File: config.mk
export PLATFORM = sky130hd
export DESIGN_NAME = gtg_front
export DESIGN_NICKNAME = d
export VERILOG_FILES = /design/src/hdl/gtg_pkg.sv /design/src/hdl/gtg_front.sv
export SDC_FILE = /design/constraint.sdc
export NUM_CORES = 2
export LEC_CHECK = 0
export BUFFER_PORTS_ARGS = -buffer_cell sky130_fd_sc_hd__buf_2
export CORE_ASPECT_RATIO = 1.4
export CORE_MARGIN = 5
export CORE_UTILIZATION = 30
export CTS_BUF_LIST = sky130_fd_sc_hd__clkbuf_2 sky130_fd_sc_hd__clkbuf_4 sky130_fd_sc_hd__clkbuf_8
export CTS_CLUSTER_SIZE = 28
export DETAILED_ROUTE_END_ITERATION = 10
export SKIP_LAST_GASP = 1
export SLEW_MARGIN = 20
export SYNTH_ARGS = -nofsm -noshare
export SYNTH_HDL_FRONTEND = slang
export SYNTH_SLANG_ARGS = --single-unit
File: constraint.sdc
create_clock -name i_clk -period 16.83 [get_ports i_clk]
set_clock_uncertainty 0.1 [all_clocks]
set_input_delay 5.049 -clock i_clk [delete_from_list [all_inputs] [get_ports i_clk]]
set_output_delay 5.049 -clock i_clk [all_outputs]
set_load 0.02 [all_outputs]
File: src/hdl/gtg_pkg.sv
// Shared types, widths and constants of the go-to-goal heading controller.
package gtg_pkg;

    localparam int POS_W      = 16;
    localparam int HEAD_W     = 15;
    localparam int SPEED_W    = 15;
    localparam int RATE_W     = 16;
    localparam int CFG_DATA_W = 16;
    localparam int CFG_IDX_W  = 3;

    // CORDIC datapath: vectors scaled by 2^14, angles in Q3.28.
    localparam int XY_W         = 34;
    localparam int Z_W          = 32;
    localparam int ATAN_ENTRIES = 24;
    localparam int VEC_SHIFT    = 14;

    localparam logic signed [Z_W-1:0] HALF_PI_Q28 = 32'sd421657428;
    localparam int BOUND_Q12 = 12861;
    localparam int WRAP_Q12  = 2 * BOUND_Q12;

    typedef enum logic [CFG_IDX_W-1:0] {
        REG_GOAL_X       = 3'd0,
        REG_GOAL_Y       = 3'd1,
        REG_STEER_GAIN   = 3'd2,
        REG_STOP_RADIUS  = 3'd3,
        REG_CRUISE_SPEED = 3'd4
    } t_reg_idx;

    typedef struct packed {
        logic signed [XY_W-1:0] x;
        logic signed [XY_W-1:0] y;
        logic signed [Z_W-1:0]  z;
    } t_cordic;

    // Sideband that travels with each request through the rotation cells.
    typedef struct packed {
        logic signed [HEAD_W-1:0] heading;
        logic                     zero;
        logic                     arrived;
    } t_side;

    // atan(2^-i) in Q3.28, rounded to nearest.
    function automatic logic signed [Z_W-1:0] atan_q28(input int idx);
        logic signed [Z_W-1:0] v;
        case (idx)
            0:       v = 32'sd210828714;
            1:       v = 32'sd124459457;
            2:       v = 32'sd65760959;
            3:       v = 32'sd33381290;
            4:       v = 32'sd16755422;
            5:       v = 32'sd8385879;
            6:       v = 32'sd4193963;
            7:       v = 32'sd2097109;
            8:       v = 32'sd1048571;
            9:       v = 32'sd524287;
            10:      v = 32'sd262144;
            11:      v = 32'sd131072;
            12:      v = 32'sd65536;
            13:      v = 32'sd32768;
            14:      v = 32'sd16384;
            15:      v = 32'sd8192;
            16:      v = 32'sd4096;
            17:      v = 32'sd2048;
            18:      v = 32'sd1024;
            19:      v = 32'sd512;
            20:      v = 32'sd256;
            21:      v = 32'sd128;
            22:      v = 32'sd64;
            23:      v = 32'sd32;
            default: v = '0;
        endcase
        return v;
    endfunction

endpackage

File: src/hdl/gtg_front.sv
// Front end: goal offset, squared distance, arrival test and quadrant pre-rotation.
module gtg_front import gtg_pkg::*; (
    input  logic                     i_clk,
    input  logic                     i_rst_n,
    input  logic                     i_adv,
    input  logic                     i_valid,
    input  logic signed [POS_W-1:0]  i_pose_x,
    input  logic signed [POS_W-1:0]  i_pose_y,
    input  logic signed [HEAD_W-1:0] i_heading,
    input  logic signed [POS_W-1:0]  i_goal_x,
    input  logic signed [POS_W-1:0]  i_goal_y,
    input  logic [2*POS_W-1:0]       i_stop_r2,
    output logic                     o_valid,
    output t_cordic                  o_vec,
    output t_side                    o_side
);

    localparam int D_W  = POS_W + 1;
    localparam int SQ_W = 2 * POS_W + 1;

    logic [2:0]              r_valid;
    logic signed [D_W-1:0]   r_dx1, r_dy1, r_dx2, r_dy2;
    logic signed [HEAD_W-1:0] r_hd1, r_hd2;
    logic [SQ_W-1:0]         r_dxsq, r_dysq;
    t_cordic                 r_vec;
    t_side                   r_side;

    logic signed [2*D_W-1:0] w_dxsq, w_dysq;
    logic [SQ_W:0]           w_d2;
    logic signed [XY_W-1:0]  w_x, w_y;
    t_cordic                 n_vec;
    t_side                   n_side;

    assign w_dxsq = r_dx1 * r_dx1;
    assign w_dysq = r_dy1 * r_dy1;
    assign w_d2   = {1'b0, r_dxsq} + {1'b0, r_dysq};
    assign w_x    = XY_W'(r_dx2) <<< VEC_SHIFT;
    assign w_y    = XY_W'(r_dy2) <<< VEC_SHIFT;

    always_comb begin
        n_vec.x = w_x;
        n_vec.y = w_y;
        n_vec.z = '0;
        // A vector in the left half-plane is first turned by a quarter turn.
        if (r_dx2 < 0) begin
            if (r_dy2 >= 0) begin
                n_vec.x = w_y;
                n_vec.y = -w_x;
                n_vec.z = HALF_PI_Q28;
            end else begin
                n_vec.x = -w_y;
                n_vec.y = w_x;
                n_vec.z = -HALF_PI_Q28;
            end
        end
        n_side.heading = r_hd2;
        n_side.zero    = (r_dx2 == 0) && (r_dy2 == 0);
        n_side.arrived = w_d2 <= (SQ_W + 1)'(i_stop_r2);
    end

    always_ff @(posedge i_clk) begin
        if (!i_rst_n) begin
            r_valid <= '0;
        end else if (i_adv) begin
            r_valid <= {r_valid[1:0], i_valid};
        end
    end

    always_ff @(posedge i_clk) begin
        if (i_adv) begin
            r_dx1  <= D_W'(i_goal_x) - D_W'(i_pose_x);
            r_dy1  <= D_W'(i_goal_y) - D_W'(i_pose_y);
            r_hd1  <= i_heading;
            r_dxsq <= w_dxsq[SQ_W-1:0];
            r_dysq <= w_dysq[SQ_W-1:0];
            r_dx2  <= r_dx1;
            r_dy2  <= r_dy1;
            r_hd2  <= r_hd1;
            r_vec  <= n_vec;
            r_side <= n_side;
        end
    end

    assign o_valid = r_valid[2];
    assign o_vec   = r_vec;
    assign o_side  = r_side;

endmodule

==> results.txt <==
----------------------------------------------------
[Run status]
  Status ... finished clean

[Die]
  Starting density of the core ... 30.3%
  Die Y-Extent ... 391 um
  Row Count ... 139
  I/O pin cnt ... 233
  X dimension of the die ... 282 um
  Placeable core area ... 103,000 um^2
  Floorplan die area ... 110,000 um^2

[Timing]
  Min Clock Period, post-route ... 7720 ps
  Period Utilization, post-route ... 45.9%
  Hold violation total from the final report ... 0
  Actual transition at the worst max-transition pin ... 1050 ps
  Final Slew Violations ... 0
  Setup-failing EPs final ... 0
  Setup repair after global routing missed its margin ... false
  Relative slew slack ... 30.2%
  Max frequency ... 130 MHz
  Summed negative setup slack over all endpoints ... 0 ps

[Clock tree]
  Number of clock sinks ... 223
  Maximum clock insertion buffer count ... 3
  CTS root buffer ... sky130_fd_sc_hd__clkbuf_8
  Worst-skew pair later-pin latency ... 620 ps
  Clock edge transition at the registers on the reported setup and hold paths ... 50 ps
  Number of buffers created by CTS ... 43
  Hold_buf cts ... 0
  CTS tree ... yes
  H-tree lvl count ... 2
  Buffer count from post-CTS setup fixing ... 0
  CTS resizes ... 0

[Routing]
  DRC errors left ... 0
  Number of vias in the routed layout ... 21,000
  Wire length after detailed routing ... 73,000 um
  Number of DRC markers in iteration 0 ... 1,023
  First-pass iteration count of the detailed router ... 5
  Number of vias per cell ... 4.53
  Routed wirelength normalized by instance count ... 15.8 um
  DRT antenna net count ... 0

[Worst setup path]
  Master of the slowest instance on the critical path ... sky130_fd_sc_hd__a221oi_1
  CP Cell Sequence ... buf_2 > ha_1 > fa_1 > nor2b_1 > o21ai_0 > a21boi_0 > o21ai_0 > a21oi_1 > a41oi_1 > a221oi_1 > a41o_1 > nor3_1
  Peak fanout along the critical path ... 3
  Critical path's top delay family ... compound AO/OA/AOI/OAI gates
  CP Buf/Inv Count ... 1
  Largest stage delay on the critical path ... 470 ps
  Dominant cell type by count on the critical path ... sky130_fd_sc_hd__o21ai_0
  Launching element type of the critical path ... primary input
  Critical Setup Path Class ... in -> reg
  Worst path required time ... 17,070 ps
  Critical Path Sink Type ... flip-flop
  Worst EP arrival ... 7970 ps

[Place]
  Detailed Place HPWL ... 59,300 um
  Port bufs ... 202
  Global placement routability congestion ... 0.826

[Synth]
  Top cell type's share of synthesized area ... 33.7%
  Post-synthesis instance area ... 31,100 um^2
  Yosys reg bits ... 223
  Dominant cell type by area after synthesis ... sky130_fd_sc_hd__fa_1
  Top-count cell post-synth ... sky130_fd_sc_hd__inv_1
  Number of different library cells in the post-synthesis netlist ... 69
  Most used flip-flop cell after synthesis ... sky130_fd_sc_hd__edfxtp_1
  Avg Inst Size Synth ... 10.1 um^2
  Cells after Synth ... 3,075
  Fraction of registers with async set/reset ... 0%
  Number of warnings reported in the yosys synthesis log ... 0
  Sequential-to-total area share from yosys stat ... 21.4%
  Area contributors post-synth ... sky130_fd_sc_hd__fa_1 (34%), sky130_fd_sc_hd__edfxtp_1 (21%), sky130_fd_sc_hd__ha_1 (11%), sky130_fd_sc_hd__inv_1 (9.3%), sky130_fd_sc_hd__xnor2_1 (3.3%)
  Cell types with the highest counts after synthesis ... sky130_fd_sc_hd__inv_1 (770), sky130_fd_sc_hd__fa_1 (524), sky130_fd_sc_hd__ha_1 (274), sky130_fd_sc_hd__edfxtp_1 (220), sky130_fd_sc_hd__nand2_1 (214)
  Count of flip-flops with a built-in enable after synthesis ... 220

[GRT]
  Largest net degree at the start of global routing ... 110
  Global-route wire length before repair ... 117,000 um
  Tot GR Track Use ... 13.3%
  Number of global-route vias before repair ... 22,600
  Antenna violations before repair ... 2
  Total grt overflow ... 0

[Finish]
  Finished Core Util ... 33.4%
  Ratio of cells with drive above 1 in the final layout ... 9.70%
  Area growth from synthesis to layout ... 10.2%
  Number of nets in the layout ... 4,168
  Layout filler cell count ... 10,500

[Run]
  Max-cap violation count ... 0

[Min path]
  Kind of path behind the tightest hold check ... reg -> reg

----------------------------------------------------
registers in the layout, summed over array words and instances, names as in the netlist:
register,count
o_vec,43
r_valid,3
r_hd2,15
r_dx1,17
r_dysq,31
r_dy1,17
r_dy2,17
r_dxsq,31
r_hd1,15
o_side,17
r_dx2,17
path summary, 6_finish.rpt:
| check | from | endpoint | slack [ps] | cells past startpoint |
|---|---|---|---|---|
| hold / removal | r_hd1[5]$_DFFE_PP_ | r_hd2[5]$_DFFE_PP_ | 320 | 0 |
| setup / recovery | i_pose_x[0] | r_dx1[14]$_DFFE_PP_ | 9110 | 12 |
| hold reg to reg | r_hd1[5]$_DFFE_PP_ | r_hd2[5]$_DFFE_PP_ | 320 | 0 |
| setup reg to reg | r_dx1[11]$_DFFE_PP_ | r_dxsq[32]$_DFFE_PP_ | 9620 | 24 |
layout make-up:
type	instances	area [um^2]	area share, %
multi-input combinational	1994	21000	61.2
sequential	223	6670	19.4
inverter	770	2890	8.43
tap	1339	1680	4.89
timing repair buffer	223	1180	3.44
clock buffer	53	667	1.95
clock inverter	24	205	0.598
antenna	2	5.00	0.0146
worst register-to-register path, cell delays in order, from the launching register on:
cell,delay [ps]
sky130_fd_sc_hd__edfxtp_1,830
sky130_fd_sc_hd__inv_1,340
sky130_fd_sc_hd__nor2_1,270
sky130_fd_sc_hd__inv_1,90
sky130_fd_sc_hd__fa_1,410
sky130_fd_sc_hd__inv_1,80
sky130_fd_sc_hd__fa_1,400
sky130_fd_sc_hd__inv_1,100
sky130_fd_sc_hd__fa_1,390
sky130_fd_sc_hd__inv_1,80
sky130_fd_sc_hd__fa_1,420
sky130_fd_sc_hd__fa_1,490
sky130_fd_sc_hd__inv_1,50
sky130_fd_sc_hd__fa_1,470
sky130_fd_sc_hd__inv_1,40
sky130_fd_sc_hd__ha_1,320
sky130_fd_sc_hd__a211oi_1,260
sky130_fd_sc_hd__nand2_1,100
sky130_fd_sc_hd__or3_1,300
sky130_fd_sc_hd__a21oi_1,360
sky130_fd_sc_hd__nor3_2,150
sky130_fd_sc_hd__o21ai_0,330
sky130_fd_sc_hd__a31oi_1,200
sky130_fd_sc_hd__nor4_1,270
sky130_fd_sc_hd__a311oi_1,90
cell usage in the layout, fill, tap and decap left out, drive strengths merged, types with 15 or more instances in the layout:
| cell type | Yosys | final |
|---|---|---|
| edfxtp | 220 | 220 |
| xor2 | 49 | 49 |
| clkbuf | 60 | 53 |
| inv | 770 | 773 |
| nor3 | 34 | 34 |
| o21ai | 56 | 56 |
| nor2b | 49 | 49 |
| fa | 524 | 524 |
| buf | 60 | 223 |
| xnor2 | 116 | 116 |
| conb | 1 | 33 |
| a21oi | 109 | 109 |
| ha | 274 | 274 |
| clkinv | 0 | 15 |
| nand2 | 214 | 214 |
| nor2 | 132 | 132 |
| and2 | 115 | 115 |
| nand2b | 17 | 17 |
| a21o | 52 | 52 |
| nand3 | 23 | 23 |
| a211oi | 15 | 15 |
layer usage:
metal  GRT usage (%)  wire length, um  share of wire, %  vias up
li1                -                -                 -     9857
met1            17.0            30600                42    10500
met2            23.9            36600                50      511
met3            2.16             4240               5.8      103
met4            2.69             1480               2.0        2
met5               0               13             0.018        -
metrics by stage:
stage	worst slack [ps]	cell area [um^2]	instances	hold WS (ps)
floorplan	9330	31200	3107	300
global placement	8360	33400	4549	300
detailed placement	8340	33400	4549	305
CTS	9010	34300	4626	319
global route	8640	34300	4627	321
finish	9110	34300	4628	318
cells by family (layout without fill, tap and decap cells):
family / count (synthesis) / count (layout) / share of synthesized area, %
adders and majority gates: 798 / 798 / 44.8
AOI/OAI and AO/OA: 346 / 346 / 7.33
xor gates and xnor gates: 165 / 165 / 4.65
buffers and inverters: 890 / 1070 / 11.4
other: 1 / 35 / 0.0121
and+or+nand+nor: 638 / 638 / 9.90
muxes: 14 / 14 / 0.483
DFF: 223 / 223 / 21.4
Power is not shown: default switching activity piles up to over one toggle a cycle in this logic, so the estimate is an artifact.
