<file path="src/hdl/gtg_pkg.sv">
// Shared types, widths and constants of the go-to-goal heading controller.
package gtg_pkg;

    localparam int POS_W      = 16;
    localparam int HEAD_W     = 15;
    localparam int SPEED_W    = 15;
    localparam int RATE_W     = 16;
    localparam int CFG_DATA_W = 16;
    localparam int CFG_IDX_W  = 3;

    // CORDIC datapath: vectors scaled by 2^14, angles in Q3.28.
    localparam int XY_W         = 34;
    localparam int Z_W          = 32;
    localparam int ATAN_ENTRIES = 24;
    localparam int VEC_SHIFT    = 14;

    localparam logic signed [Z_W-1:0] HALF_PI_Q28 = 32'sd421657428;
    localparam int BOUND_Q12 = 12861;
    localparam int WRAP_Q12  = 2 * BOUND_Q12;

    typedef enum logic [CFG_IDX_W-1:0] {
        REG_GOAL_X       = 3'd0,
        REG_GOAL_Y       = 3'd1,
        REG_STEER_GAIN   = 3'd2,
        REG_STOP_RADIUS  = 3'd3,
        REG_CRUISE_SPEED = 3'd4
    } t_reg_idx;

    typedef struct packed {
        logic signed [XY_W-1:0] x;
        logic signed [XY_W-1:0] y;
        logic signed [Z_W-1:0]  z;
    } t_cordic;

    // Sideband that travels with each request through the rotation cells.
    typedef struct packed {
        logic signed [HEAD_W-1:0] heading;
        logic                     zero;
        logic                     arrived;
    } t_side;

    // atan(2^-i) in Q3.28, rounded to nearest.
    function automatic logic signed [Z_W-1:0] atan_q28(input int idx);
        logic signed [Z_W-1:0] v;
        case (idx)
            0:       v = 32'sd210828714;
            1:       v = 32'sd124459457;
            2:       v = 32'sd65760959;
            3:       v = 32'sd33381290;
            4:       v = 32'sd16755422;
            5:       v = 32'sd8385879;
            6:       v = 32'sd4193963;
            7:       v = 32'sd2097109;
            8:       v = 32'sd1048571;
            9:       v = 32'sd524287;
            10:      v = 32'sd262144;
            11:      v = 32'sd131072;
            12:      v = 32'sd65536;
            13:      v = 32'sd32768;
            14:      v = 32'sd16384;
            15:      v = 32'sd8192;
            16:      v = 32'sd4096;
            17:      v = 32'sd2048;
            18:      v = 32'sd1024;
            19:      v = 32'sd512;
            20:      v = 32'sd256;
            21:      v = 32'sd128;
            22:      v = 32'sd64;
            23:      v = 32'sd32;
            default: v = '0;
        endcase
        return v;
    endfunction

endpackage

</file>
<file path="src/hdl/gtg_if.sv">


interface gtg_cmd_if import gtg_pkg::*; ();
    logic                     valid;
    logic                     ready;
    logic [SPEED_W-1:0]       linear_speed;
    logic signed [RATE_W-1:0] angular_rate;
    logic                     arrived;

    modport source (output valid, linear_speed, angular_rate, arrived, input ready);
    modport sink   (input valid, linear_speed, angular_rate, arrived, output ready);
endinterface


</file>
<file path="src/hdl/gtg_back.sv">
// Back end: heading error with wrap, gain multiply, rounding, saturation and result register.
module gtg_back import gtg_pkg::*; (
    input  logic               i_clk,
    input  logic               i_rst_n,
    input  logic               i_valid,
    input  t_cordic            i_vec,
    input  t_side              i_side,
    input  logic [15:0]        i_gain,
    input  logic [SPEED_W-1:0] i_cruise,
    output logic               o_adv,
    gtg_cmd_if.source          o_cmd
);

    localparam int BEAR_W = 17;
    localparam int ERR_W  = 18;
    localparam int PROD_W = ERR_W + 17;
    localparam logic signed [ERR_W-1:0] BOUND = ERR_W'(BOUND_Q12);
    localparam logic signed [ERR_W-1:0] WRAP  = ERR_W'(WRAP_Q12);
    localparam logic signed [RATE_W-1:0] RATE_MAX = {1'b0, {(RATE_W-1){1'b1}}};
    localparam logic signed [RATE_W-1:0] RATE_MIN = {1'b1, {(RATE_W-1){1'b0}}};

    logic                      r_valid_err, r_valid_prod, r_valid_out;
    logic signed [ERR_W-1:0]   r_err;
    logic signed [PROD_W-1:0]  r_prod;
    logic                      r_arr_err, r_arr_prod;
    logic [SPEED_W-1:0]        r_speed;
    logic signed [RATE_W-1:0]  r_rate;
    logic                      r_arrived;

    logic signed [Z_W:0]       w_zr;
    logic signed [BEAR_W-1:0]  w_bear;
    logic signed [ERR_W-1:0]   w_err0, w_err1, n_err;
    logic signed [PROD_W:0]    w_rnd;
    logic signed [PROD_W-16:0] w_rate;
    logic signed [RATE_W-1:0]  n_rate;

    assign o_adv = !r_valid_out || o_cmd.ready;

    // Bearing rounded from Q3.28 to Q4.12; the heading error is then wrapped once.
    always_comb begin
        w_zr   = {i_vec.z[Z_W-1], i_vec.z} + (Z_W + 1)'(32768);
        w_bear = i_side.zero ? '0 : w_zr[Z_W:16];
        w_err0 = ERR_W'(w_bear) - ERR_W'(i_side.heading);
        w_err1 = (w_err0 >= BOUND) ? w_err0 - WRAP : w_err0;
        n_err  = (w_err1 <= -BOUND) ? w_err1 + WRAP : w_err1;
    end

    always_comb begin
        w_rnd  = {r_prod[PROD_W-1], r_prod} + (PROD_W + 1)'(32768);
        w_rate = w_rnd[PROD_W:16];
        if (w_rate > (PROD_W - 15)'(RATE_MAX)) begin
            n_rate = RATE_MAX;
        end else if (w_rate < (PROD_W - 15)'(RATE_MIN)) begin
            n_rate = RATE_MIN;
        end else begin
            n_rate = w_rate[RATE_W-1:0];
        end
    end

    always_ff @(posedge i_clk) begin
        if (!i_rst_n) begin
            r_valid_err  <= 1'b0;
            r_valid_prod <= 1'b0;
            r_valid_out  <= 1'b0;
        end else if (o_adv) begin
            r_valid_err  <= i_valid;
            r_valid_prod <= r_valid_err;
            r_valid_out  <= r_valid_prod;
        end
    end

    always_ff @(posedge i_clk) begin
        if (o_adv) begin
            r_err      <= n_err;
            r_arr_err  <= i_side.arrived;
            r_prod     <= $signed({1'b0, i_gain}) * r_err;
            r_arr_prod <= r_arr_err;
            r_arrived  <= r_arr_prod;
            r_speed    <= r_arr_prod ? '0 : i_cruise;
            r_rate     <= r_arr_prod ? '0 : n_rate;
        end
    end

    assign o_cmd.valid        = r_valid_out;
    assign o_cmd.linear_speed = r_speed;
    assign o_cmd.angular_rate = r_rate;
    assign o_cmd.arrived      = r_arrived;

endmodule

</file>
<file path="src/flat_wrapper.sv">
// flat-port wrapper written by rule: the top's interface ports become plain ports
module gtg_back_flat import gtg_pkg::*;
  (i_clk, i_rst_n, i_valid, i_vec, i_side, i_gain, i_cruise, o_adv, o_cmd_valid, o_cmd_linear_speed, o_cmd_angular_rate, o_cmd_arrived, o_cmd_ready);
  gtg_cmd_if o_cmd_i ();
  input  logic i_clk;
  input  logic i_rst_n;
  input  logic i_valid;
  input  t_cordic i_vec;
  input  t_side i_side;
  input  logic [15:0] i_gain;
  input  logic [SPEED_W-1:0] i_cruise;
  output logic o_adv;
  output wire logic [$bits(o_cmd_i.valid)-1:0] o_cmd_valid;
  output wire logic [$bits(o_cmd_i.linear_speed)-1:0] o_cmd_linear_speed;
  output wire logic [$bits(o_cmd_i.angular_rate)-1:0] o_cmd_angular_rate;
  output wire logic [$bits(o_cmd_i.arrived)-1:0] o_cmd_arrived;
  input wire logic [$bits(o_cmd_i.ready)-1:0] o_cmd_ready;
  assign o_cmd_valid = o_cmd_i.valid;
  assign o_cmd_linear_speed = o_cmd_i.linear_speed;
  assign o_cmd_angular_rate = o_cmd_i.angular_rate;
  assign o_cmd_arrived = o_cmd_i.arrived;
  assign o_cmd_i.ready = o_cmd_ready;
  gtg_back u_core (.i_clk(i_clk), .i_rst_n(i_rst_n), .i_valid(i_valid), .i_vec(i_vec), .i_side(i_side), .i_gain(i_gain), .i_cruise(i_cruise), .o_adv(o_adv), .o_cmd(o_cmd_i));
endmodule
</file>
<file path="config.mk">
export PLATFORM = sky130hd
export DESIGN_NAME = gtg_back_flat
export DESIGN_NICKNAME = d
export VERILOG_FILES = /design/src/hdl/gtg_pkg.sv /design/src/hdl/gtg_if.sv /design/src/hdl/gtg_back.sv /design/src/flat_wrapper.sv
export SDC_FILE = /design/constraint.sdc
export NUM_CORES = 1
export LEC_CHECK = 0
export ABC_AREA = 1
export BUFFER_PORTS_ARGS = -buffer_cell sky130_fd_sc_hd__buf_2
export CELL_PAD_IN_SITES_DETAIL_PLACEMENT = 0
export CELL_PAD_IN_SITES_GLOBAL_PLACEMENT = 1
export CORE_MARGIN = 2
export CORE_UTILIZATION = 46
export CTS_BUF_LIST = sky130_fd_sc_hd__clkbuf_16
export DETAILED_ROUTE_END_ITERATION = 12
export GPL_TIMING_DRIVEN = 1
export PLACE_DENSITY_LB_ADDON = 0.05
export SYNTH_ARGS = -nofsm -noshare
export SYNTH_HDL_FRONTEND = slang
export SYNTH_SLANG_ARGS = --single-unit
</file>
<file path="constraint.sdc">
create_clock -name i_clk -period 8.97 [get_ports i_clk]
set_clock_uncertainty 0.2 [all_clocks]
set_input_delay 0 -clock i_clk [delete_from_list [all_inputs] [get_ports i_clk]]
set_output_delay 0 -clock i_clk [all_outputs]
set_load 0.02 [all_outputs]
</file>
==> qor.csv <==
stage,metric,value,unit
clock_network,clk_pin_slew_worst_paths,0.06,ns
worst_setup_path,cp_data_arrival_time,7.27,ns
logic_synthesis,ys_types,47,
grt,grt_start_max_net_pins,68,
timing,finalSetupViolCount,0,
routing,drt_iter0_drc,732,
grt,overflow,0,
min_path,hold_depth,5,
min_path,hold_class,primary input to flip-flop,
worst_setup_path,ff2ff_path_depth,21,
timing,worstMarginPinSlew,0.933,ns
flow_run,cap_violations,0,
logic_synthesis,synthesis.area,16500,um2
min_path,worst_hold_startpoint,i_vec[16],
die,die_w,194,um
outcome,status,"complete, no violations",
timing,hold_viol,0,
die,coreArea,35500,um2
timing,finalMaxSlewViolations,0,
logic_synthesis,ys.warnings.count,0,
die,die-area,37500,um2
logic_synthesis,synth_ff_type,edfxtp_1,
worst_setup_path,critPathCaptureType,flip-flop,
clock_network,ctsHtreeMaxLevel,3,
placed_design,port_buffers,102,
clock_network,ctsLongestPathBuffers,2,
layout,areaGrowthSynthToFinish,8.30,%
logic_synthesis,synth_top_cell_area_share,35.3,%
worst_setup_path,worstPathRequired,8.88,ns
layout,seq_area,2220,um2
routing,wire_per_inst,14.3,um
placed_design,pre_cts_ws,1.67,ns
die,pin_count,186,
layout,drive_gt1_share,7.34,%
layout,fin_nets,2755,
layout,n_antenna_cell,0,
clock_network,insertion_delay,0.35,ns
placed_design,dp_hpwl,30700,um
worst_setup_path,cp_max_fo,16,
logic_synthesis,synth_most_common_cell,inv_1,
layout,fillers,3509,
routing,routed_via_density,4.85,
layout,multiInputGateArea,11900,um2
timing,setup_tns,0,ns
logic_synthesis,syn_inst,2131,
die,rows,69,
logic_synthesis,yosys-top-cells-area,"fa_1 (35%), edfxtp_1 (13%), inv_1 (13%)",
timing,setup_ws,1.61,ns
timing,min_period_over_period,82.1,%
clock_network,cts_sinks,75,
timing,fmax,136,MHz
grt,grt_pass1_vias,13400,
grt,antenna_found_initial,0,
routing,drtAntennaViolNets,0,
clock_network,cts_made_buffers,9,
clock_network,clock-root-buffer,clkbuf_16,
grt,grt_pass1_wl,65500,um
timing,rsz0062_at_grt,false,
logic_synthesis,synth_area_per_cell,7.76,um2
logic_synthesis,ys_seq_area_share,13.4,%
worst_setup_path,cp-start-kind,flip-flop,
clock_network,cts_tree,built,
die,initial_core_util,46.6,%
placed_design,gp_congestion,0.826,
logic_synthesis,netlist.top_cell.by_area,fa_1,
routing,drc,0,
logic_synthesis,async_flop_share,0,%
worst_setup_path,r2r_slack,1.61,ns
worst_setup_path,reg2reg_to,u_core.r_prod[31],
routing,dr_total_vias,13000,
routing,routed_wl,38200,um
worst_setup_path,r2r_start,u_core.r_err[3],
logic_synthesis,ys_ff_latch,75,
clock_network,cts-resized-gates,0,
timing,slew_headroom,37.1,%
worst_setup_path,critical_path_class,flip-flop to flip-flop,
die,die_y,194,um
routing,first_pass_iters,5,
grt,grtUsageTotal,21.5,%
timing,min_period,7.36,ns
logic_synthesis,syn-num-nets,2683,
min_path,hold_end,u_core.r_err[0],
logic_synthesis,synthTopCellsByCount,"inv_1 (567), nand2_1 (550), fa_1 (292)",
logic_synthesis,synth_edf_count,72,
[worst max path at each step]
stage	start	to	slack, ns	depth (start not counted)
floorplan	u_core.r_err[7]	u_core.r_prod[33]	2.69	26
global placement	u_core.r_err[3]	u_core.r_prod[31]	1.66	21
detailed placement	u_core.r_err[3]	u_core.r_prod[31]	1.67	21
CTS	u_core.r_err[3]	u_core.r_prod[31]	1.64	21
global route	u_core.r_err[3]	u_core.r_prod[31]	1.26	21
finish	u_core.r_err[3]	u_core.r_prod[31]	1.61	21
[worst max-delay path, cell delays in order, from the launching register on]
cell      delay (ns)
edfxtp_1        0.77
nand2_1         0.18
fa_1            0.52
fa_1            0.49
inv_1           0.06
fa_1            0.52
inv_1           0.05
fa_1            0.50
fa_1            0.54
inv_1           0.05
fa_1            0.48
ha_1            0.45
nand2_1         0.10
nor2_1          0.14
nand4_1         0.09
o21ai_0         0.75
a31oi_1         0.25
o21bai_1        0.37
a21boi_0        0.27
nor2_1          0.15
nor2_1          0.06
xnor2_1         0.11
[cells by family after synthesis]
logic type	synth area share (%)
compound gates	4.56
fa+ha+maj	43.5
buf+inv	14.9
xor+xnor	3.49
flops	13.4
simple gates	20.1
[layer usage]
layer  global-route usage, %  up-vias  routed length, um
met5                       0        -                  0
met4                    4.75        0                666
met3                    2.24       25               1430
met2                    35.5      209              17500
met1                    30.8     6307              18600
li1                        -     6410                  -
[final cells by class]
type / count / area share (%)
clock inverters: 7 / 0.293
inverters: 571 / 12.0
flip-flops and latches: 75 / 12.4
well taps: 461 / 3.22
multi-input cells: 1408 / 66.2
repair buffers: 138 / 4.68
clock buffers: 9 / 1.26
[through the flow]
| step | hold WS, ns | area [um2] | utilization (%) | std cells |
|---|---|---|---|---|
| 3_3_place_gp | -0.0213 | 17400 | 49.1 | 2630 |
| 2_1_floorplan | -0.101 | 16500 | - | 2131 |
| 5_1_grt | 0.179 | 17900 | 50.5 | 2669 |
| 3_5_place_dp | -0.0210 | 17400 | 49.1 | 2630 |
| 6_report | 0.155 | 17900 | 50.5 | 2669 |
| 4_1_cts | 0.144 | 17900 | 50.5 | 2669 |
[placed cells by master (no fill, tap or decap), types with 5 or more instances in the layout]
cell type / count
inv_1: 566
nand2_1: 550
fa_1: 292
nor2_1: 108
ha_1: 108
buf_2: 102
nand3_1: 85
edfxtp_1: 72
a21oi_1: 60
o21ai_0: 50
xor2_1: 33
xnor2_1: 26
dlygate4sd3_1: 23
nand4_1: 18
nor3_1: 15
buf_4: 13
nand2_2: 10
clkbuf_16: 9
nand3b_1: 5
[repair_timing]
item / CTS / global route
setup endpoints to repair: 0 / 0
hold buffers: 23 / 0
hold endpoints to repair: 25 / 0
setup buffers: 0 / 0
[state kept, by name (all words and copies together), names as in the netlist]
register / cells
u_core.o_cmd.angular_rate: 16
u_core.o_cmd.arrived: 1
u_core.o_cmd.linear_speed: 15
u_core.o_cmd.valid: 1
u_core.r_arr_err: 1
u_core.r_arr_prod: 1
u_core.r_err: 18
u_core.r_prod: 20
u_core.r_valid_err: 1
u_core.r_valid_prod: 1
Power is left out: the tool's default activity adds up to more than one toggle a clock period on the data nets, which glitch-free logic cannot reach.
