--- src/hdl/gtg_pkg.sv ---
// Shared types, widths and constants of the go-to-goal heading controller.
package gtg_pkg;

    localparam int POS_W      = 16;
    localparam int HEAD_W     = 15;
    localparam int SPEED_W    = 15;
    localparam int RATE_W     = 16;
    localparam int CFG_DATA_W = 16;
    localparam int CFG_IDX_W  = 3;

    // CORDIC datapath: vectors scaled by 2^14, angles in Q3.28.
    localparam int XY_W         = 34;
    localparam int Z_W          = 32;
    localparam int ATAN_ENTRIES = 24;
    localparam int VEC_SHIFT    = 14;

    localparam logic signed [Z_W-1:0] HALF_PI_Q28 = 32'sd421657428;
    localparam int BOUND_Q12 = 12861;
    localparam int WRAP_Q12  = 2 * BOUND_Q12;

    typedef enum logic [CFG_IDX_W-1:0] {
        REG_GOAL_X       = 3'd0,
        REG_GOAL_Y       = 3'd1,
        REG_STEER_GAIN   = 3'd2,
        REG_STOP_RADIUS  = 3'd3,
        REG_CRUISE_SPEED = 3'd4
    } t_reg_idx;

    typedef struct packed {
        logic signed [XY_W-1:0] x;
        logic signed [XY_W-1:0] y;
        logic signed [Z_W-1:0]  z;
    } t_cordic;

    // Sideband that travels with each request through the rotation cells.
    typedef struct packed {
        logic signed [HEAD_W-1:0] heading;
        logic                     zero;
        logic                     arrived;
    } t_side;

    // atan(2^-i) in Q3.28, rounded to nearest.
    function automatic logic signed [Z_W-1:0] atan_q28(input int idx);
        logic signed [Z_W-1:0] v;
        case (idx)
            0:       v = 32'sd210828714;
            1:       v = 32'sd124459457;
            2:       v = 32'sd65760959;
            3:       v = 32'sd33381290;
            4:       v = 32'sd16755422;
            5:       v = 32'sd8385879;
            6:       v = 32'sd4193963;
            7:       v = 32'sd2097109;
            8:       v = 32'sd1048571;
            9:       v = 32'sd524287;
            10:      v = 32'sd262144;
            11:      v = 32'sd131072;
            12:      v = 32'sd65536;
            13:      v = 32'sd32768;
            14:      v = 32'sd16384;
            15:      v = 32'sd8192;
            16:      v = 32'sd4096;
            17:      v = 32'sd2048;
            18:      v = 32'sd1024;
            19:      v = 32'sd512;
            20:      v = 32'sd256;
            21:      v = 32'sd128;
            22:      v = 32'sd64;
            23:      v = 32'sd32;
            default: v = '0;
        endcase
        return v;
    endfunction

endpackage

--- src/hdl/gtg_cell.sv ---
// One CORDIC vectoring cell: a single micro-rotation by atan(2^-STEP).
module gtg_cell import gtg_pkg::*; #(
    parameter int STEP = 0
) (
    input  logic    i_clk,
    input  logic    i_rst_n,
    input  logic    i_adv,
    input  logic    i_valid,
    input  t_cordic i_vec,
    input  t_side   i_side,
    output logic    o_valid,
    output t_cordic o_vec,
    output t_side   o_side
);

    logic                   r_valid;
    t_cordic                r_vec;
    t_side                  r_side;

    logic signed [XY_W-1:0] w_x, w_y, w_xs, w_ys;
    logic signed [Z_W-1:0]  w_z;
    t_cordic                n_vec;

    assign w_x  = i_vec.x;
    assign w_y  = i_vec.y;
    assign w_z  = i_vec.z;
    assign w_xs = w_x >>> STEP;
    assign w_ys = w_y >>> STEP;

    // Rotate towards the x axis; the sign of y picks the direction.
    always_comb begin
        if (w_y >= 0) begin
            n_vec.x = w_x + w_ys;
            n_vec.y = w_y - w_xs;
            n_vec.z = w_z + atan_q28(STEP);
        end else begin
            n_vec.x = w_x - w_ys;
            n_vec.y = w_y + w_xs;
            n_vec.z = w_z - atan_q28(STEP);
        end
    end

    always_ff @(posedge i_clk) begin
        if (!i_rst_n) begin
            r_valid <= 1'b0;
        end else if (i_adv) begin
            r_valid <= i_valid;
        end
    end

    always_ff @(posedge i_clk) begin
        if (i_adv) begin
            r_vec  <= n_vec;
            r_side <= i_side;
        end
    end

    assign o_valid = r_valid;
    assign o_vec   = r_vec;
    assign o_side  = r_side;

endmodule

--- config.mk ---
export PLATFORM = sky130hd
export DESIGN_NAME = gtg_cell
export DESIGN_NICKNAME = d
export VERILOG_FILES = /design/src/hdl/gtg_pkg.sv /design/src/hdl/gtg_cell.sv
export SDC_FILE = /design/constraint.sdc
export NUM_CORES = 1
export LEC_CHECK = 0
export BUFFER_PORTS_ARGS = -buffer_cell sky130_fd_sc_hd__buf_2
export CAP_MARGIN = 20
export CORE_MARGIN = 2
export CORE_UTILIZATION = 35
export DETAILED_ROUTE_END_ITERATION = 6
export GPL_TIMING_DRIVEN = 0
export PLACE_DENSITY = 0.6
export SYNTH_ARGS = -nofsm -noshare
export SYNTH_HDL_FRONTEND = slang
export SYNTH_SLANG_ARGS = --single-unit
--- constraint.sdc ---
create_clock -name i_clk -period 10.1 [get_ports i_clk]
set_input_delay 2.02 -clock i_clk [delete_from_list [all_inputs] [get_ports i_clk]]
set_output_delay 2.02 -clock i_clk [all_outputs]
set_load 0.02 [all_outputs]
==> results of run 1 <==
critical path, delay by kind of cell:
kind,cells,cell delay [ps]
buf+inv,7,2510
mux,1,280
compound gates,7,1430
xor+xnor,1,90
fa+ha+maj,1,310
worst max path at each step:
stage,startpoint,to,slack (ps),cells past startpoint
after floorplan,i_vec[65],o_vec[30]$_DFFE_PP_,4530,15
after global placement,i_vec[65],o_vec[30]$_DFFE_PP_,2730,16
after detailed placement,i_vec[65],o_vec[30]$_DFFE_PP_,3160,17
after CTS,i_vec[65],o_vec[30]$_DFFE_PP_,3610,17
after global routing,i_vec[65],o_vec[27]$_DFFE_PP_,3260,17
final,i_vec[65],o_vec[30]$_DFFE_PP_,3620,17
sequential cells by signal (all words and copies together) (netlist names):
signal and count:
o_vec 99, o_side 17, o_valid 1
layout make-up:
class / count / area share, %
Sequential cell: 117 / 26.3
Buffer: 66 / 2.21
Tap cell: 402 / 3.77
Multi-Input combinational cell: 977 / 51.3
Clock inverter: 14 / 1.03
Inverter: 113 / 3.18
Timing Repair Buffer: 233 / 9.03
Clock buffer: 18 / 3.22
cell usage after synthesis, types with 6 or more instances:
master    number  area, sq um
clkbuf_1      34          128
nor2b_1       16          100
a21o_1        33          248
mux2i_1       20          200
edfxtp_1     116         3480
xor2_1        27          236
o21ai_0       83          415
o211ai_1      10         75.1
nor3_1        37          185
nor2_1       102          383
a21oi_1      140          701
nand3_1       17         85.1
and3_1         8         50.1
o31ai_1       12         90.1
nand2_1       74          278
nand4_1       13         81.3
o21bai_1      25          188
ha_1         112         1400
or3_1          6         37.5
a211oi_1      14          105
buf_2         17         85.1
buf_1          8         30.0
buf_4          7         52.6
nand2b_1      16          100
o31a_1         6         52.6
a31oi_1       15         93.8
a21boi_0       6         45.0
inv_1        108          405
o21ai_1        6         30.0
xnor2_1       75          657
or2_2          8         50.1
through the flow:
stage          power, mW  hold WS, ps  std cells  setup slack [ps]  instance area [sq um]
2_1_floorplan       1.12          589       1273              4530                  11100
5_1_grt             2.06          544       1940              3260                  13300
3_5_place_dp        1.38          509       1907              3160                  12800
6_report            1.95          516       1940              3620                  13300
3_3_place_gp        1.37          491       1905              2730                  12700
4_1_cts             1.97          521       1939              3610                  13300
power by group:
| group | switching [mW] | internal [mW] |
|---|---|---|
| Sequential | 0.0177 | 0.631 |
| Clock | 0.223 | 0.360 |
| Combinational | 0.473 | 0.250 |
| Total | 0.714 | 1.24 |
layer usage:
layer  up-vias  share of wire, %  GRT usage [%]
met5         -                 0              0
met4         0               2.3           6.76
met3        46               6.6           2.95
met2       444                45           36.2
met1      5099                46           32.3
li1       5097                 -              -
cells by family (layout without fill, tap and decap cells):
family                     Yosys count  after routing
AOI/OAI and AO/OA                  422            422
and+or+nand+nor                    318            318
buffers and inverters              179            444
DFF                                117            117
adders and majority gates          115            115
xor gates and xnor gates           102            102
muxes                               20             20
==> flow_metrics.py, run 1 <==
metrics = {
    "logic_synthesis": {
        "synth_top_family_by_area": "compound AO/OA/AOI/OAI gates",
        "ys_seq_elements": 117,
        "synth_cell_type_count": 86,
        "ys_seq_area_share_pct": 31.7,
        "yosysWarnings": 0,
        "synthXorXnorAreaFrac_pct": 8.07,
        "syn-cell-area_sq_um": 11100,
        "yosys.area_share.simple_pct": 13.7,
        "avgSynthCellArea_sq_um": 8.69,
        "syn_nets": 1509,
        "syn_inst": 1273,
        "synth_ff_type": "edfxtp_1",
        "async_flop_share_pct": 0,
        "synth_mux_area_share_pct": 1.81,
        "synthAdderAreaFrac_pct": 13.2,
        "synth_edf_count": 116,
        "synth_compound_gate_area_share_pct": 25.1,
    },
    "critical_path": {
        "r2r_end": "o_valid$_SDFFE_PN0P_",
        "crit_chain": "buf_2 > buf_4 > inv_1 > clkbuf_1 > clkbuf_1 > buf_1 > buf_8 > ha_1 > a21o_1 > a21o_1 > a21oi_1 > o31ai_2 > a31oi_1 > o41ai_2 > a31oi_1 > mux2i_1 > xnor2_1",
        "r2r-start": "o_valid$_SDFFE_PN0P_",
        "worstRegToRegCells": 2,
        "slowest_stage": "buf_1",
        "required_ps": 10270,
        "critical_path.max_fanout": 13,
        "max_stage_delay_ps": 610,
        "cp-end-kind": "flop",
        "worstPathArrival_ps": 6650,
        "start_kind": "input pin",
        "crit_type": "in -> reg",
        "rrSetupSlack_ps": 9520,
    },
    "route": {
        "drtIter0Drc": 1082,
        "detail-route-antenna-nets": 0,
        "via_per_inst": 5.51,
        "wl_microns": 37900,
        "vias": 10686,
        "wire_per_inst_microns": 19.5,
        "first_pass_iters": 6,
        "route.detailed.drc": 0,
    },
    "place": {
        "gp_congestion": 0.940,
        "io_buffer_count": 230,
        "dp_hpwl_microns": 30600,
    },
    "layout": {
        "multi_input_area_sq_um": 6850,
        "layout.nets": 1761,
        "fillers": 3209,
        "num_antenna_cells": 0,
        "drive_gt1_share_pct": 20.9,
        "register_area_sq_um": 3500,
        "final_cell_mix": "246 x buf_2, 140 x a21oi_1, 116 x edfxtp_1",
        "final_common_cell": "buf_2",
        "utilization_pct": 42.6,
        "syn2layout_area_growth_pct": 20.6,
    },
    "grt": {
        "grt_pass1_wl_microns": 58500,
        "antenna_found_initial": 0,
        "grt-ovfl-total": 0,
        "grt_max_degree": 78,
        "grt_pass1_vias": 10115,
        "grt_use_total_pct": 22.8,
    },
    "clock_network": {
        "clk_latency_ps": 410,
        "cts.repair.resized": 0,
        "cts-buffers-inserted": 17,
        "clk_pin_slew_worst_paths_ps": 50,
        "cts_tree": "yes",
        "holdBufCountCts": 0,
        "cts_setup_buffers": 0,
        "cts_root_buf": "clkbuf_16",
        "h-tree-depth": 4,
        "clkSinkCount": 117,
        "ctsLongestPathBuffers": 2,
    },
    "sta": {
        "hold_violations": 0,
        "final-max-slew-violation-count": 0,
        "setup_tns_ps": 0,
        "maxSlewHeadroom_pct": 31.3,
        "min_period_ps": 6480,
        "worst_clock_skew_ps": 0,
        "max_freq_mhz": 154,
        "worst_pin_slew_ps": 1030,
        "layout_worst_path_cycle_share_pct": 64.2,
        "setup_viol": 0,
        "rsz0062_at_grt": "no",
    },
    "power_and_ir_drop": {
        "p_per_area_nw_per_um2": 146,
        "irDropWorstVdd_v": 0.000110,
        "leakage_nw": 5.86,
    },
    "floorplanning": {
        "fp.dieH_microns": 182,
        "coreArea_sq_um": 31300,
        "rows": 65,
        "start_util_pct": 35.3,
        "dieArea_sq_um": 33100,
        "io_pins": 239,
        "die_w_microns": 182,
    },
    "run_status": {
        "status": "complete, no violations",
    },
    "worst_hold_path": {
        "hold_path_startpoint": "o_valid$_SDFFE_PN0P_",
        "whs_endpoint": "o_valid$_SDFFE_PN0P_",
        "hold_class": "reg -> reg",
        "hold_depth": 2,
    },
    "flow_run": {
        "max_cap_violations": 0,
    },
}
Power figures use the tool's default switching activity.
==> inputs of run 2 (changes only) <==
- PLACE_DENSITY: 0.6 -> 0.62
- clock period: 10.1 -> 5.4 ns (I/O delays scaled with it)
==> flow_metrics.py, run 2 (synthesis gave the netlist of run 1 again) <==
metrics = {
    "run_status": {
        "status": "complete, no violations",
    },
    "clock_network": {
        "ctsLongestPathBuffers": 2,
        "cts-buffers-inserted": 17,
        "clkSinkCount": 117,
        "cts_root_buf": "clkbuf_16",
        "h-tree-depth": 4,
        "clk_latency_ps": 420,
        "cts_tree": "yes",
        "holdBufCountCts": 0,
        "clk_pin_slew_worst_paths_ps": 60,
    },
    "critical_path": {
        "max_stage_delay_ps": 520,
        "rrSetupSlack_ps": 4820,
        "critical_path.max_fanout": 14,
        "r2r-start": "o_valid$_SDFFE_PN0P_",
        "crit_chain": "buf_2 > buf_4 > inv_1 > clkbuf_2 > clkbuf_1 > clkbuf_2 > ha_1 > a21o_1 > a21o_1 > a21oi_1 > o31ai_2 > a31oi_1 > o41ai_2 > a31oi_1 > mux2i_1 > xnor2_1",
        "r2r_end": "o_valid$_SDFFE_PN0P_",
        "start_kind": "input pin",
        "crit_type": "in -> reg",
        "worstPathArrival_ps": 5240,
        "worstRegToRegCells": 2,
        "required_ps": 5580,
        "cp-end-kind": "flop",
        "crit_family": "buffers and inverters",
        "critPathBufInv": 6,
        "slowest_stage": "clkbuf_1",
    },
    "sta": {
        "setup_slack_ps": 343,
        "maxSlewHeadroom_pct": 25.5,
        "worst_clock_skew_ps": 0,
        "final-max-slew-violation-count": 0,
        "setup_viol": 0,
        "layout_worst_path_cycle_share_pct": 93.6,
        "max_freq_mhz": 198,
        "hold_violations": 0,
        "min_period_ps": 5060,
        "worst_pin_slew_ps": 1120,
        "rsz0062_at_grt": "no",
        "holdWs_ps": 513,
        "setup_tns_ps": 0,
    },
    "power_and_ir_drop": {
        "irDropWorstVdd_v": 0.000218,
        "sw_frac_of_total_pct": 34.7,
        "p_sw_mw": 1.33,
        "pwr-share-clk_pct": 33.2,
        "p_seq_share_pct": 31.6,
        "combPwrFrac_pct": 35.2,
        "leakage_nw": 5.92,
        "p_per_area_nw_per_um2": 286,
        "total_power_mw": 3.84,
        "intPower_mw": 2.51,
    },
    "route": {
        "route.detailed.drc": 0,
        "first_pass_iters": 6,
        "wl_microns": 37800,
        "detail-route-antenna-nets": 0,
        "vias": 10647,
        "wire_per_inst_microns": 19.5,
        "dr_wl_met3_microns": 2930,
        "highest_layer": "met4",
        "met1_length_microns": 17000,
        "via_per_inst": 5.49,
        "drtIter0Drc": 1054,
        "met2WireLength_microns": 17000,
    },
    "layout": {
        "largest_register_ffs": 99,
        "drive_gt1_share_pct": 21.1,
        "final_cells": 1940,
        "final_common_cell": "buf_2",
        "num_antenna_cells": 0,
        "final_cell_mix": "246 x buf_2, 140 x a21oi_1, 116 x edfxtp_1",
        "syn2layout_area_growth_pct": 21.5,
        "fillers": 3140,
        "design_area_sq_um": 13400,
        "layout.nets": 1761,
        "utilization_pct": 42.9,
    },
    "place": {
        "dp_slack_ps": -670,
        "io_buffer_count": 230,
        "dp_hpwl_microns": 30500,
        "place_area_sq_um": 12800,
        "gp_congestion": 0.948,
        "dp.cells": 1907,
    },
    "grt": {
        "grt_max_degree": 75,
        "grt-ovfl-total": 0,
        "grt_use_total_pct": 22.7,
        "grt_pass1_vias": 10365,
        "grt_pass1_wl_microns": 58400,
        "antenna_found_initial": 0,
    },
    "worst_hold_path": {
        "whs_endpoint": "o_valid$_SDFFE_PN0P_",
        "hold_path_startpoint": "o_valid$_SDFFE_PN0P_",
        "hold_class": "reg -> reg",
        "hold_depth": 2,
    },
    "floorplanning": {
        "io_pins": 239,
        "die_w_microns": 182,
        "fp.dieH_microns": 182,
        "dieArea_sq_um": 33100,
        "coreArea_sq_um": 31300,
        "start_util_pct": 35.3,
        "rows": 65,
    },
    "flow_run": {
        "max_cap_violations": 0,
    },
}
-- run 2: changes by cell type in the layout (fill, tap and decap cells not counted), moves of 2 or more --
cell,previous run,this run
buf_1,8,6
clkinv_2,5,2
bufinv_16,2,6
inv_6,0,2
clkbuf_2,1,4
clkinv_4,3,0
-- run 2: power by group through the flow --
stage	sequential (mW)	clock (mW)	combinational [mW]
6_report	1.21	1.28	1.35
5_1_grt	1.23	1.34	1.46
3_5_place_dp	1.23	0	1.33
4_1_cts	1.22	1.30	1.34
2_1_floorplan	1.41	0	0.688
3_3_place_gp	1.23	0	1.33
-- run 2: worst min-delay path, stage by stage, from the launching register on --
cell and delay (ps):
dfxtp_1 320, mux2i_1 60, nor2b_1 90
-- run 2: final cells by class --
cell class / instances / area, sq um / share of cell area (%)
plain buffers: 66 / 303 / 2.25
clock buffers: 19 / 433 / 3.22
clock inverters: 13 / 226 / 1.68
inverters: 113 / 424 / 3.15
multi-input cells: 977 / 6850 / 51.0
flip-flops and latches: 117 / 3500 / 26.1
well taps: 402 / 503 / 3.74
repair buffers: 233 / 1200 / 8.93
-- run 2: layer usage --
layer,vias up,track usage (%)
met1,4994,31.9
li1,5100,-
met4,0,7.58
met2,505,36.2
met3,48,2.77
met5,-,0
-- run 2: worst max-delay path by stage --
stage | start | end | slack [ps] | depth (start not counted)
3_5_place_dp | i_vec[65] | o_vec[30]$_DFFE_PP_ | -670 | 16
6_report | i_vec[65] | o_vec[30]$_DFFE_PP_ | 340 | 16
3_3_place_gp | i_vec[65] | o_vec[30]$_DFFE_PP_ | -1100 | 16
5_1_grt | i_vec[65] | o_vec[25]$_DFFE_PP_ | 80 | 18
4_1_cts | i_vec[65] | o_vec[30]$_DFFE_PP_ | 100 | 16
2_1_floorplan | i_vec[65] | o_vec[30]$_DFFE_PP_ | 770 | 15
-- run 2: timing repair --
item	in CTS	in global routing
gates resized for setup	2	5
cloned	0	0
endpoints found under the setup margin	4	6
setup buffers	0	0
